===== src/swt_pkg.sv =====
// shared types and constants of the sentence and word tokenizer
`default_nettype none

package swt_pkg;

  localparam int unsigned CountW = 32;
  localparam int unsigned ByteW  = 8;
  localparam int unsigned EvNum  = 5;

  typedef logic [CountW-1:0] count_t;
  typedef logic [ByteW-1:0]  byte_t;

  // blanks end a word
  localparam byte_t ChSpace = 8'h20;
  localparam byte_t ChTab   = 8'h09;
  localparam byte_t ChCr    = 8'h0D;
  // line breaks end a sentence
  localparam byte_t ChVt    = 8'h0B;
  localparam byte_t ChLf    = 8'h0A;
  localparam byte_t ChFf    = 8'h0C;

  typedef enum logic [1:0] {
    MODE_BETWEEN_SENTENCES = 2'd0,
    MODE_BETWEEN_WORDS     = 2'd1,
    MODE_IN_WORD           = 2'd2,
    MODE_ENDED             = 2'd3
  } scan_mode_e;

  typedef enum logic [2:0] {
    EV_WORD_BYTE      = 3'd0,
    EV_WORD_END       = 3'd1,
    EV_SENTENCE_START = 3'd2,
    EV_SENTENCE_END   = 3'd3,
    EV_END_OF_STREAM  = 3'd4
  } ev_kind_e;

  // set of events caused by one item, one mask bit per event kind
  typedef struct packed {
    logic [EvNum-1:0] mask;
    byte_t            ch;
    count_t           prev;
    count_t           after;
  } ev_set_t;

endpackage

`default_nettype wire


===== src/swt_classify.sv =====
// byte classification and scan mode update for one item
`default_nettype none

module swt_classify (
  input  swt_pkg::scan_mode_e mode_i,
  input  swt_pkg::count_t     count_i,
  input  swt_pkg::byte_t      text_byte_i,
  input  logic                end_of_input_i,
  output swt_pkg::ev_set_t    ev_o,
  output swt_pkg::scan_mode_e mode_o
);
  import swt_pkg::*;

  logic is_blank;
  logic is_break;

  assign is_blank = (text_byte_i == ChSpace) || (text_byte_i == ChTab) ||
                    (text_byte_i == ChCr);
  assign is_break = (text_byte_i == ChVt) || (text_byte_i == ChLf) ||
                    (text_byte_i == ChFf);

  always_comb begin
    ev_o.mask  = '0;
    ev_o.ch    = text_byte_i;
    ev_o.prev  = count_i;
    ev_o.after = count_i + count_t'(1);
    mode_o     = mode_i;
    if (mode_i == MODE_ENDED) begin
      // nothing is counted once the stream has ended
      ev_o.after = count_i;
      if (end_of_input_i) begin
        ev_o.mask[EV_END_OF_STREAM] = 1'b1;
      end
    end else if (end_of_input_i || is_break) begin
      if (mode_i == MODE_IN_WORD) begin
        ev_o.mask[EV_WORD_END] = 1'b1;
      end
      if (mode_i != MODE_BETWEEN_SENTENCES) begin
        ev_o.mask[EV_SENTENCE_END] = 1'b1;
      end
      if (end_of_input_i) begin
        ev_o.mask[EV_END_OF_STREAM] = 1'b1;
        mode_o = MODE_ENDED;
      end else begin
        mode_o = MODE_BETWEEN_SENTENCES;
      end
    end else if (is_blank) begin
      if (mode_i == MODE_IN_WORD) begin
        ev_o.mask[EV_WORD_END] = 1'b1;
        mode_o = MODE_BETWEEN_WORDS;
      end
    end else begin
      if (mode_i == MODE_BETWEEN_SENTENCES) begin
        ev_o.mask[EV_SENTENCE_START] = 1'b1;
      end
      ev_o.mask[EV_WORD_BYTE] = 1'b1;
      mode_o = MODE_IN_WORD;
    end
  end

endmodule

`default_nettype wire


===== src/swt_burst.sv =====
// pending event register and output register, one event out per cycle while the receiver does not stall
`default_nettype none

module swt_burst (
  input  logic              clk_i,
  input  logic              rst_ni,
  input  logic              load_i,
  input  swt_pkg::ev_set_t  ev_i,
  output logic              ready_o,
  output logic              out_valid_o,
  input  logic              out_stall_i,
  output swt_pkg::ev_kind_e event_kind_o,
  output swt_pkg::byte_t    word_char_o,
  output swt_pkg::count_t   byte_count_o,
  output logic              last_event_o
);
  import swt_pkg::*;

  logic [EvNum-1:0] mask_q, mask_d;
  byte_t            ch_q;
  count_t           prev_q;
  count_t           after_q;

  logic             out_valid_q;
  ev_kind_e         kind_q;
  byte_t            char_q;
  count_t           count_q;
  logic             last_q;

  logic             out_free;
  logic             has_pend;
  ev_kind_e         sel_kind;
  logic [EvNum-1:0] sel_bit;
  logic [EvNum-1:0] rest;

  assign out_free = !out_valid_q || !out_stall_i;
  assign has_pend = |mask_q;

  // fixed emission order: sentence start, word byte, word end, sentence end, end of stream
  always_comb begin
    if (mask_q[EV_SENTENCE_START]) begin
      sel_kind = EV_SENTENCE_START;
    end else if (mask_q[EV_WORD_BYTE]) begin
      sel_kind = EV_WORD_BYTE;
    end else if (mask_q[EV_WORD_END]) begin
      sel_kind = EV_WORD_END;
    end else if (mask_q[EV_SENTENCE_END]) begin
      sel_kind = EV_SENTENCE_END;
    end else begin
      sel_kind = EV_END_OF_STREAM;
    end
    sel_bit           = '0;
    sel_bit[sel_kind] = 1'b1;
  end

  assign rest    = mask_q & ~sel_bit;
  assign ready_o = !has_pend || (out_free && (rest == '0));

  always_comb begin
    mask_d = mask_q;
    if (out_free && has_pend) begin
      mask_d = rest;
    end
    if (load_i) begin
      mask_d = ev_i.mask;
    end
  end

  always_ff @(posedge clk_i or negedge rst_ni) begin
    if (!rst_ni) begin
      mask_q      <= '0;
      out_valid_q <= 1'b0;
    end else begin
      mask_q <= mask_d;
      if (out_free) begin
        out_valid_q <= has_pend;
      end
    end
  end

  always_ff @(posedge clk_i) begin
    if (load_i) begin
      ch_q    <= ev_i.ch;
      prev_q  <= ev_i.prev;
      after_q <= ev_i.after;
    end
    if (out_free && has_pend) begin
      kind_q  <= sel_kind;
      char_q  <= (sel_kind == EV_WORD_BYTE) ? ch_q : '0;
      count_q <= (sel_kind == EV_SENTENCE_START) ? prev_q : after_q;
      last_q  <= (rest == '0);
    end
  end

  assign out_valid_o  = out_valid_q;
  assign event_kind_o = kind_q;
  assign word_char_o  = char_q;
  assign byte_count_o = count_q;
  assign last_event_o = last_q;

endmodule

`default_nettype wire


===== src/sentence_word_tokenizer_core.sv =====
// top level of the sentence and word tokenizer
//
// input channel: one item per handshake, a text byte or an end-of-input
// marker; accepted at a rising edge with in_valid_i high and in_stall_o low.
// output channel: one event per handshake (kind, word byte, byte count,
// last-of-item flag); taken at a rising edge with out_valid_o high and
// out_stall_i low.
// an accepted item is loaded into the pending register; its first event then
// moves on into the output register, which drives the outputs, as soon as
// that register is free.
// throughput: one item per cycle while every item causes at most one event
// and the receiver does not stall; an item causing several events keeps the
// input stalled until its last event moves into the single output register,
// which takes one event per cycle while the receiver does not stall.
// configuration: a write on cfg_wr_en_i loads the position counter with
// cfg_wr_data_i; write only while the block is idle.
// reset: scan mode goes to between sentences, position counter to zero,
// nothing pending and no output valid.
// when the receiver stalls, the output item holds, the remaining events
// of the item wait in the pending register and the input stalls once that
// register cannot take a new item.
`default_nettype none

module sentence_word_tokenizer_core (
  input  logic              clk_i,
  input  logic              rst_ni,
  // configuration
  input  logic              cfg_wr_en_i,
  input  swt_pkg::count_t   cfg_wr_data_i,
  // input items
  input  logic              in_valid_i,
  output logic              in_stall_o,
  input  swt_pkg::byte_t    text_byte_i,
  input  logic              end_of_input_i,
  // output events
  output logic              out_valid_o,
  input  logic              out_stall_i,
  output swt_pkg::ev_kind_e event_kind_o,
  output swt_pkg::byte_t    word_char_o,
  output swt_pkg::count_t   byte_count_o,
  output logic              last_event_o
);
  import swt_pkg::*;

  scan_mode_e mode_q, mode_d;
  count_t     pos_q, pos_d;

  ev_set_t    ev;
  scan_mode_e mode_next;
  logic       burst_ready;
  logic       in_acc;

  // classify the incoming item against the current scan state
  swt_classify u_classify (
    .mode_i         (mode_q),
    .count_i        (pos_q),
    .text_byte_i    (text_byte_i),
    .end_of_input_i (end_of_input_i),
    .ev_o           (ev),
    .mode_o         (mode_next)
  );

  assign in_stall_o = !burst_ready;
  assign in_acc     = in_valid_i && burst_ready;

  // scan mode and position update on every accepted item; the position freezes once the stream has ended
  always_comb begin
    mode_d = mode_q;
    pos_d  = pos_q;
    if (in_acc) begin
      mode_d = mode_next;
      pos_d  = ev.after;
    end
    // a register write preloads the counter
    if (cfg_wr_en_i) begin
      pos_d = cfg_wr_data_i;
    end
  end

  always_ff @(posedge clk_i or negedge rst_ni) begin
    if (!rst_ni) begin
      mode_q <= MODE_BETWEEN_SENTENCES;
      pos_q  <= '0;
    end else begin
      mode_q <= mode_d;
      pos_q  <= pos_d;
    end
  end

  // events of the item are held and sent out one per cycle while the receiver does not stall
  swt_burst u_burst (
    .clk_i        (clk_i),
    .rst_ni       (rst_ni),
    .load_i       (in_acc),
    .ev_i         (ev),
    .ready_o      (burst_ready),
    .out_valid_o  (out_valid_o),
    .out_stall_i  (out_stall_i),
    .event_kind_o (event_kind_o),
    .word_char_o  (word_char_o),
    .byte_count_o (byte_count_o),
    .last_event_o (last_event_o)
  );

  // a burst of events goes out without gaps
  a_burst_no_gap: assert property (@(posedge clk_i) disable iff (!rst_ni)
    out_valid_o && !out_stall_i && !last_event_o |=> out_valid_o)
    else $error("event burst broken by a gap");

  // only word byte events carry a character
  a_char_only_word: assert property (@(posedge clk_i) disable iff (!rst_ni)
    out_valid_o && (event_kind_o != EV_WORD_BYTE) |-> (word_char_o == '0))
    else $error("character on a non word byte event");

  // sentence start is always followed by the word byte of the same item
  a_start_not_last: assert property (@(posedge clk_i) disable iff (!rst_ni)
    out_valid_o && (event_kind_o == EV_SENTENCE_START) |-> !last_event_o)
    else $error("sentence start marked as last event");

  // no counting after the stream has ended
  a_ended_hold: assert property (@(posedge clk_i) disable iff (!rst_ni)
    in_acc && (mode_q == MODE_ENDED) && !cfg_wr_en_i |=> (pos_q == $past(pos_q)))
    else $error("position moved after end of stream");

endmodule

`default_nettype wire


===== config.mk =====
export PLATFORM = sky130hd
export DESIGN_NAME = sentence_word_tokenizer_core
export DESIGN_NICKNAME = d
export VERILOG_FILES = /design/src/swt_pkg.sv /design/src/swt_classify.sv /design/src/swt_burst.sv /design/src/sentence_word_tokenizer_core.sv
export SDC_FILE = /design/constraint.sdc
export NUM_CORES = 1
export LEC_CHECK = 0
export BUFFER_PORTS_ARGS = -buffer_cell sky130_fd_sc_hd__buf_2
export CAP_MARGIN = 20
export CORE_MARGIN = 1
export CORE_UTILIZATION = 40
export CTS_CLUSTER_DIAMETER = 60
export DETAILED_ROUTE_END_ITERATION = 12
export PLACE_DENSITY_LB_ADDON = 0.25
export SLEW_MARGIN = 20
export SYNTH_ARGS = -nofsm -noshare
export SYNTH_HDL_FRONTEND = slang
export SYNTH_SLANG_ARGS = --single-unit

===== constraint.sdc =====
create_clock -name clk_i -period 3.9 [get_ports clk_i]
set_clock_uncertainty 0.2 [all_clocks]
set_input_delay 0.195 -clock clk_i [delete_from_list [all_inputs] [get_ports clk_i]]
set_output_delay 0.195 -clock clk_i [all_outputs]
set_load 0.05 [all_outputs]

Word-level counts from Yosys, hierarchy flattened
Cells that the tools add are included.
- register bits: 156
- input port bits: 46
- output and inout port bits: 46
- $add $sub $neg: 1
- order comparisons: 2
- eq/ne operators: 10
- muxes and demuxes: 29
- bitwise operators: 3
- reduce and logical (&&, ||, !) cells: 23
- operators by type and width (cell ; count):
    32-bit 2-to-1 mux ; 4
    8-bit by 4-bit equality test with 1-bit output, second input constant ; 5
    32-bit by 1-bit adder with 32-bit output, second input constant ; 1
    1-bit 2-to-1 mux ; 12
    3-bit 2-to-1 mux ; 4
    2-bit 2-to-1 mux ; 5
    5-bit 2-to-1 mux ; 2
    8-bit by 6-bit equality test with 1-bit output, second input constant ; 1
    1-bit logical OR ; 7
    2-bit nonzero test ; 3
    5-bit AND ; 1
    5-bit zero test ; 1
    5-bit NOT ; 1
    5-bit OR reduction ; 1
    2-bit equality test, second input constant ; 2
    1-bit logical AND ; 4
    1-bit zero test ; 4
    3-bit by 4-bit < comparator with 1-bit output, second input constant ; 1
    4-bit 2-to-1 mux ; 1
    1-bit demux with 3-bit select ; 1
    3-bit by 2-bit equality test with 1-bit output, second input constant ; 1
    3-bit by 1-bit greater-or-equal comparator with 1-bit output, second input constant ; 1
    3-bit zero test ; 1
    3-bit inequality test, second input constant ; 1
    3 further kinds ; 3

Logic depth before layout (Yosys ltp)
- depth after elaboration: 16
- gate-level depth with buffers: 8

Modules after synthesis
Synthesis repeated with hierarchy kept, for this count alone.
- cells, all modules: 575
- area, all modules: 7558.5 sq um
- modules (own cells, without submodules) (module ; times used ; cells each ; area each (sq um) ; sequential area each (sq um)):
    swt_burst ; 1 ; 208 ; 4290.4 ; 3633.5
    sentence_word_tokenizer_core ; 1 ; 188 ; 2039.5 ; 850.8
    swt_classify ; 1 ; 179 ; 1228.7 ; 0.0

Worst setup path before layout
No wires, ideal clock.
- path type: register -> register
- from: register u_burst.out_valid_q (netlist: u_burst.out_valid_o)
- to: register u_burst.after_q[0], enable pin
- arrival: 2.963 ns
- path slack: -0.098 ns
- stages on the path, launching flop included: 6
- path buffers: 1
- clock period less this slack: 3.998 ns
- cell sequence: dfrtp_1 a311o_1 a21boi_1 o21ai_1 buf_2 clkinv_1
- longest elaborated chain between the ends: 5
- RTL lines (element ; RTL line ; source):
    start, declared ; swt_burst.sv:24 ; logic out_valid_q;
    start signal, assigned ; swt_burst.sv:76 ; out_valid_q <= has_pend;
    1-bit zero test ; swt_burst.sv:36 ; assign out_free = !out_valid_q || !out_stall_i;
    1-bit logical OR ; swt_burst.sv:36 ;
    1-bit logical AND ; swt_burst.sv:57 ; assign ready_o = !has_pend || (out_free && (rest == '0));
    1-bit logical OR ; swt_burst.sv:57 ;
    1-bit logical AND ; sentence_word_tokenizer_core.sv:64 ; assign in_acc = in_valid_i && burst_ready;
    named net in_acc ; sentence_word_tokenizer_core.sv:51 ; logic in_acc;
    end signal, assigned ; swt_burst.sv:85 ; after_q <= ev_i.after;
    end, declared ; swt_burst.sv:22 ; count_t after_q;
The timed path passes the listed nets, and every way through them passes these cells.
A chain may end at the register's enable or synchronous reset.

Final worst setup path
- from: register u_burst.mask_q[1]
- to: register mode_q[1]
- longest elaborated chain between the ends: 14
- elaborated cells on any way between the ends: 17
- those cells by class: order compare: 2; mux: 5; bitwise: 2; reduce/logical: 8
- RTL lines (element ; RTL line ; source):
    start, declared ; swt_burst.sv:19 ; logic [EvNum-1:0] mask_q, mask_d;
    start signal, assigned ; swt_burst.sv:74 ; mask_q <= mask_d;
    3-bit 2-to-1 mux ; swt_burst.sv:45 ; end else if (mask_q[EV_WORD_END]) begin
    3-bit 2-to-1 mux ; swt_burst.sv:43 ; end else if (mask_q[EV_WORD_BYTE]) begin
    3-bit 2-to-1 mux ; swt_burst.sv:41 ; if (mask_q[EV_SENTENCE_START]) begin
    3-bit by 4-bit < comparator with 1-bit output (implied by the code) or 3-bit by 1-bit greater-or-equal comparator with 1-bit output (tied branches) ; swt_burst.sv:53 ; sel_bit[sel_kind] = 1'b1;
    1-bit logical AND (implied by the code) ; swt_burst.sv:53 ;
    1-bit 2-to-1 mux (implied by the code) ; swt_burst.sv:53 ;
    1-bit demux with 3-bit select ; - ;
    5-bit NOT ; swt_burst.sv:56 ; assign rest = mask_q & ~sel_bit;
    5-bit AND ; swt_burst.sv:56 ;
    5-bit zero test ; swt_burst.sv:57 ;
    1-bit logical AND ; swt_burst.sv:57 ;
    1-bit logical OR (*) ; swt_burst.sv:57 ;
    1-bit logical AND (*) ; sentence_word_tokenizer_core.sv:64 ;
    named net in_acc ; sentence_word_tokenizer_core.sv:51 ;
    3-bit AND reduction (no source line) (*) ; - ;
    end signal, assigned ; sentence_word_tokenizer_core.sv:85 ; mode_q <= mode_d;
    end, declared ; sentence_word_tokenizer_core.sv:45 ; scan_mode_e mode_q, mode_d;
Mark *: on every way through the listed nets, which the timed path passes. The rest lies on a longest branch.

==> out/metrics.cfg <==
[outcome]
outcome = finished, final reports clean

[global_route]
grt_pass1_wl_um = 23700
antenna_found_initial = 0
grt-ovfl-total = 0
grtUsageTotal = 0.176
grt_max_degree = 46
grt_pass1_vias = 4621

[pwr]
p_clk_frac = 0.260
p_switching_mw = 2.62
power.internal_mw = 4.22
comb_power_share = 0.327
power.share.switching = 0.383
seq_power_share = 0.413
power_density_nw_per_um2 = 790
vdd_drop_max_uv = 369
leakage_nw = 3.20

[logic_synthesis]
syn-num-nets = 568
syn-cell-area_um2 = 6890
async_flop_share = 0.256
synth_ff_type = edfxtp_1
synth_edf_count = 116
yosys_warnings = 0
seq_area_frac_synth = 0.651
ys_seq_elements = 156
synthCells = 521
synth.avg_cell_area_um2 = 13.2
synth.distinct_cells = 56

[drt]
drc = 0
wl_per_cell_um = 16.7
ant_nets = 0
vias_per_cell = 5.23
finalWirelength_um = 14900
vias = 4653
drt_pre_antenna_iters = 5
drt-initial-drc-count = 292

[floorplanning]
die_x_um = 133
ioPinCount = 92
core_area_um2 = 16700
start_util = 0.413
die_area_um2 = 17800
row_count = 47
die_y_um = 133

[worst_setup_path]
crit_path_max_fanout = 45
crit_path_end_kind = flop
critPathRequiredTime_ns = 4.01
crit_arrival_ns = 3.15
critPathKind = flop to flop
crit_path_start_kind = flop
reg2reg_depth = 8
ff2ff_setup_slack_ns = 0.86

[cts]
clk_path_buf_depth = 2
cts-root-buf = clkbuf_16
clock_sinks = 156
cts_tree = built
clk_latency_ns = 0.42
cts.clk_slew.worst_paths_ns = 0.07
numCtsBuffers = 17
htreeDepth = 4
postCtsSetupBuffers = 0

[sta]
tns_ns = 0
rsz0062_at_grt = false
setup_viol = 0
worst_pin_slew_ns = 0.796
period_share = 0.781
relSlewSlack = 0.469
maxSlewViolCount = 0
finalHoldViolCount = 0
finalCriticalPeriod_ns = 3.04
fin_ws_ns = 0.855
fmax_ghz = 0.328

[finish]
syn2layout_area_growth_pct = 25.6
seq_area_um2 = 4480
multi_input_area_um2 = 2280
n_fill_cell = 1433
finalNetCount = 704
num_antenna_cells = 0
drive_above_1_share = 0.266

[hold_path]
min_path_type = input port to async pin

[placed_design]
dp_slack_ns = 0.890
dp_hpwl_um = 9480
gp_congestion = 0.851
io_buffers = 91

[flow_run]
drv_cap = 0

==> state kept, by name, summed over array words and instances, names as in the netlist <==
| signal | cells |
|---|---|
| pos_q | 32 |
| u_burst.after_q | 32 |
| u_burst.byte_count_o | 32 |
| u_burst.prev_q | 32 |
| u_burst.ch_q | 8 |
| u_burst.word_char_o | 8 |
| u_burst.mask_q | 5 |
| u_burst.event_kind_o | 3 |
| mode_q | 2 |
| u_burst.last_event_o | 1 |
| u_burst.out_valid_o | 1 |
==> layer usage <==
| layer | vias to the layer above | global-route usage | wire length (um) |
|---|---|---|---|
| met4 | 0 | 0.0720 | 253 |
| met5 | - | 0 | 0 |
| li1 | 2235 | - | - |
| met3 | 20 | 0.0411 | 711 |
| met2 | 128 | 0.286 | 7200 |
| met1 | 2270 | 0.227 | 6720 |
==> synth_stat cells, types with 2 or more instances <==
cell,n,area share
nand2_1,42,0.023
o31ai_1,6,0.0065
dfrtp_1,40,0.15
a31oi_1,14,0.013
a2111oi_2,3,0.0065
inv_1,6,0.0033
a21boi_1,2,0.0022
and4_1,4,0.0051
xor2_1,13,0.017
a21oi_1,9,0.0065
o21ai_1,14,0.010
nor2b_1,4,0.0036
xnor2_1,32,0.041
nor4b_1,2,0.0025
nor4_1,4,0.0036
nor3_1,5,0.0036
clkbuf_1,18,0.0098
a211o_1,2,0.0025
o21ai_0,17,0.012
buf_2,4,0.0029
edfxtp_1,116,0.51
and2_1,12,0.011
a211oi_1,5,0.0054
mux2_2,34,0.056
mux2i_1,2,0.0029
nor2_1,41,0.022
or3_1,9,0.0082
or4_1,7,0.0076
nand3_1,9,0.0065
nand4_1,9,0.0082
a211oi_2,3,0.0054
a2111o_1,2,0.0033
and3_1,6,0.0054
a221o_1,3,0.0044
==> cell families (layout without fill, tap and decap cells) <==
| family | Yosys count | in the layout | share of synthesized area |
|---|---|---|---|
| simple gates | 160 | 160 | 0.120 |
| flops | 156 | 156 | 0.651 |
| compound gates | 90 | 90 | 0.0913 |
| xor+xnor | 45 | 45 | 0.0572 |
| mux | 36 | 36 | 0.0585 |
| buf+inv | 33 | 182 | 0.0205 |
| fa+ha+maj | 1 | 1 | 0.00182 |
==> layout make-up <==
class,count,area share
clock buffers,17,0.0491
well taps,220,0.0318
repair buffers,142,0.110
inverters,8,0.00361
flip-flops and latches,156,0.518
multi-input cells,332,0.263
clock inverters,15,0.0244
==> path summary, 6_finish.rpt <==
| path | from | end |
|---|---|---|
| max | u_burst.mask_q[1]$_DFFE_PN0P_ | mode_q[1]$_DFFE_PN0P_ |
| min | rst_ni | pos_q[5]$_DFFE_PN0P_ |
| max reg2reg | u_burst.mask_q[1]$_DFFE_PN0P_ | mode_q[1]$_DFFE_PN0P_ |
| min reg2reg | u_burst.ch_q[1]$_DFFE_PP_ | u_burst.word_char_o[1]$_SDFFCE_PP0P_ |
| max in group asynchronous | rst_ni | pos_q[20]$_DFFE_PN0P_ |
| min in group clk_i | cfg_wr_en_i | pos_q[4]$_DFFE_PN0P_ |
==> cells in the final DEF, fill, tap and decap left out, types with 5 or more instances in the layout <==
cell / count
dfrtp_1: 40
a211oi_1: 5
edfxtp_1: 116
inv_1: 6
xor2_1: 13
nand4_1: 9
or4_1: 7
nor3_1: 5
dlygate4sd3_1: 45
nand3_1: 9
and2_1: 12
o31ai_1: 6
nand2_1: 42
a21oi_1: 9
or3_1: 9
buf_2: 90
mux2_2: 34
xnor2_1: 32
a31oi_1: 14
nor2_1: 40
and3_1: 6
buf_4: 7
o21ai_1: 13
o21ai_0: 17
clkbuf_16: 17
==> metrics by stage <==
step | total power [mW] | instances | instance area (um2) | hold WS (ns) | util
after floorplan | 4.48 | 521 | 6890 | -0.301 | -
after global placement | 5.01 | 813 | 7570 | 0.199 | 0.453
after detailed placement | 5.06 | 813 | 7570 | 0.210 | 0.453
after CTS | 6.90 | 890 | 8650 | 0.0929 | 0.518
after global routing | 7.14 | 890 | 8660 | 0.126 | 0.518
final | 6.84 | 890 | 8660 | 0.0962 | 0.518
==> critical path: stages, from the launching register on <==
cell	delay, ns
dfrtp_1	0.51
a221o_1	0.25
a21boi_1	0.11
o21ai_2	0.12
buf_4	0.35
clkinv_2	0.72
buf_4	0.49
o21ai_0	0.10
nand2_1	0.08
==> timing repair <==
action,CTS,global route
resized for setup,0,0
endpoints found under the hold margin,85,0
hold buffers,45,0
==> power groups by stage <==
| stage | Combinational, mW | Clock, mW | Sequential [mW] |
|---|---|---|---|
| after global routing | 2.38 | 1.88 | 2.89 |
| after detailed placement | 2.21 | 0 | 2.85 |
| final | 2.24 | 1.78 | 2.82 |
| after global placement | 2.18 | 0 | 2.83 |
| after CTS | 2.26 | 1.81 | 2.83 |
| after floorplan | 0.843 | 0 | 3.64 |
Note: power is estimated with default switching activity, not from simulation.
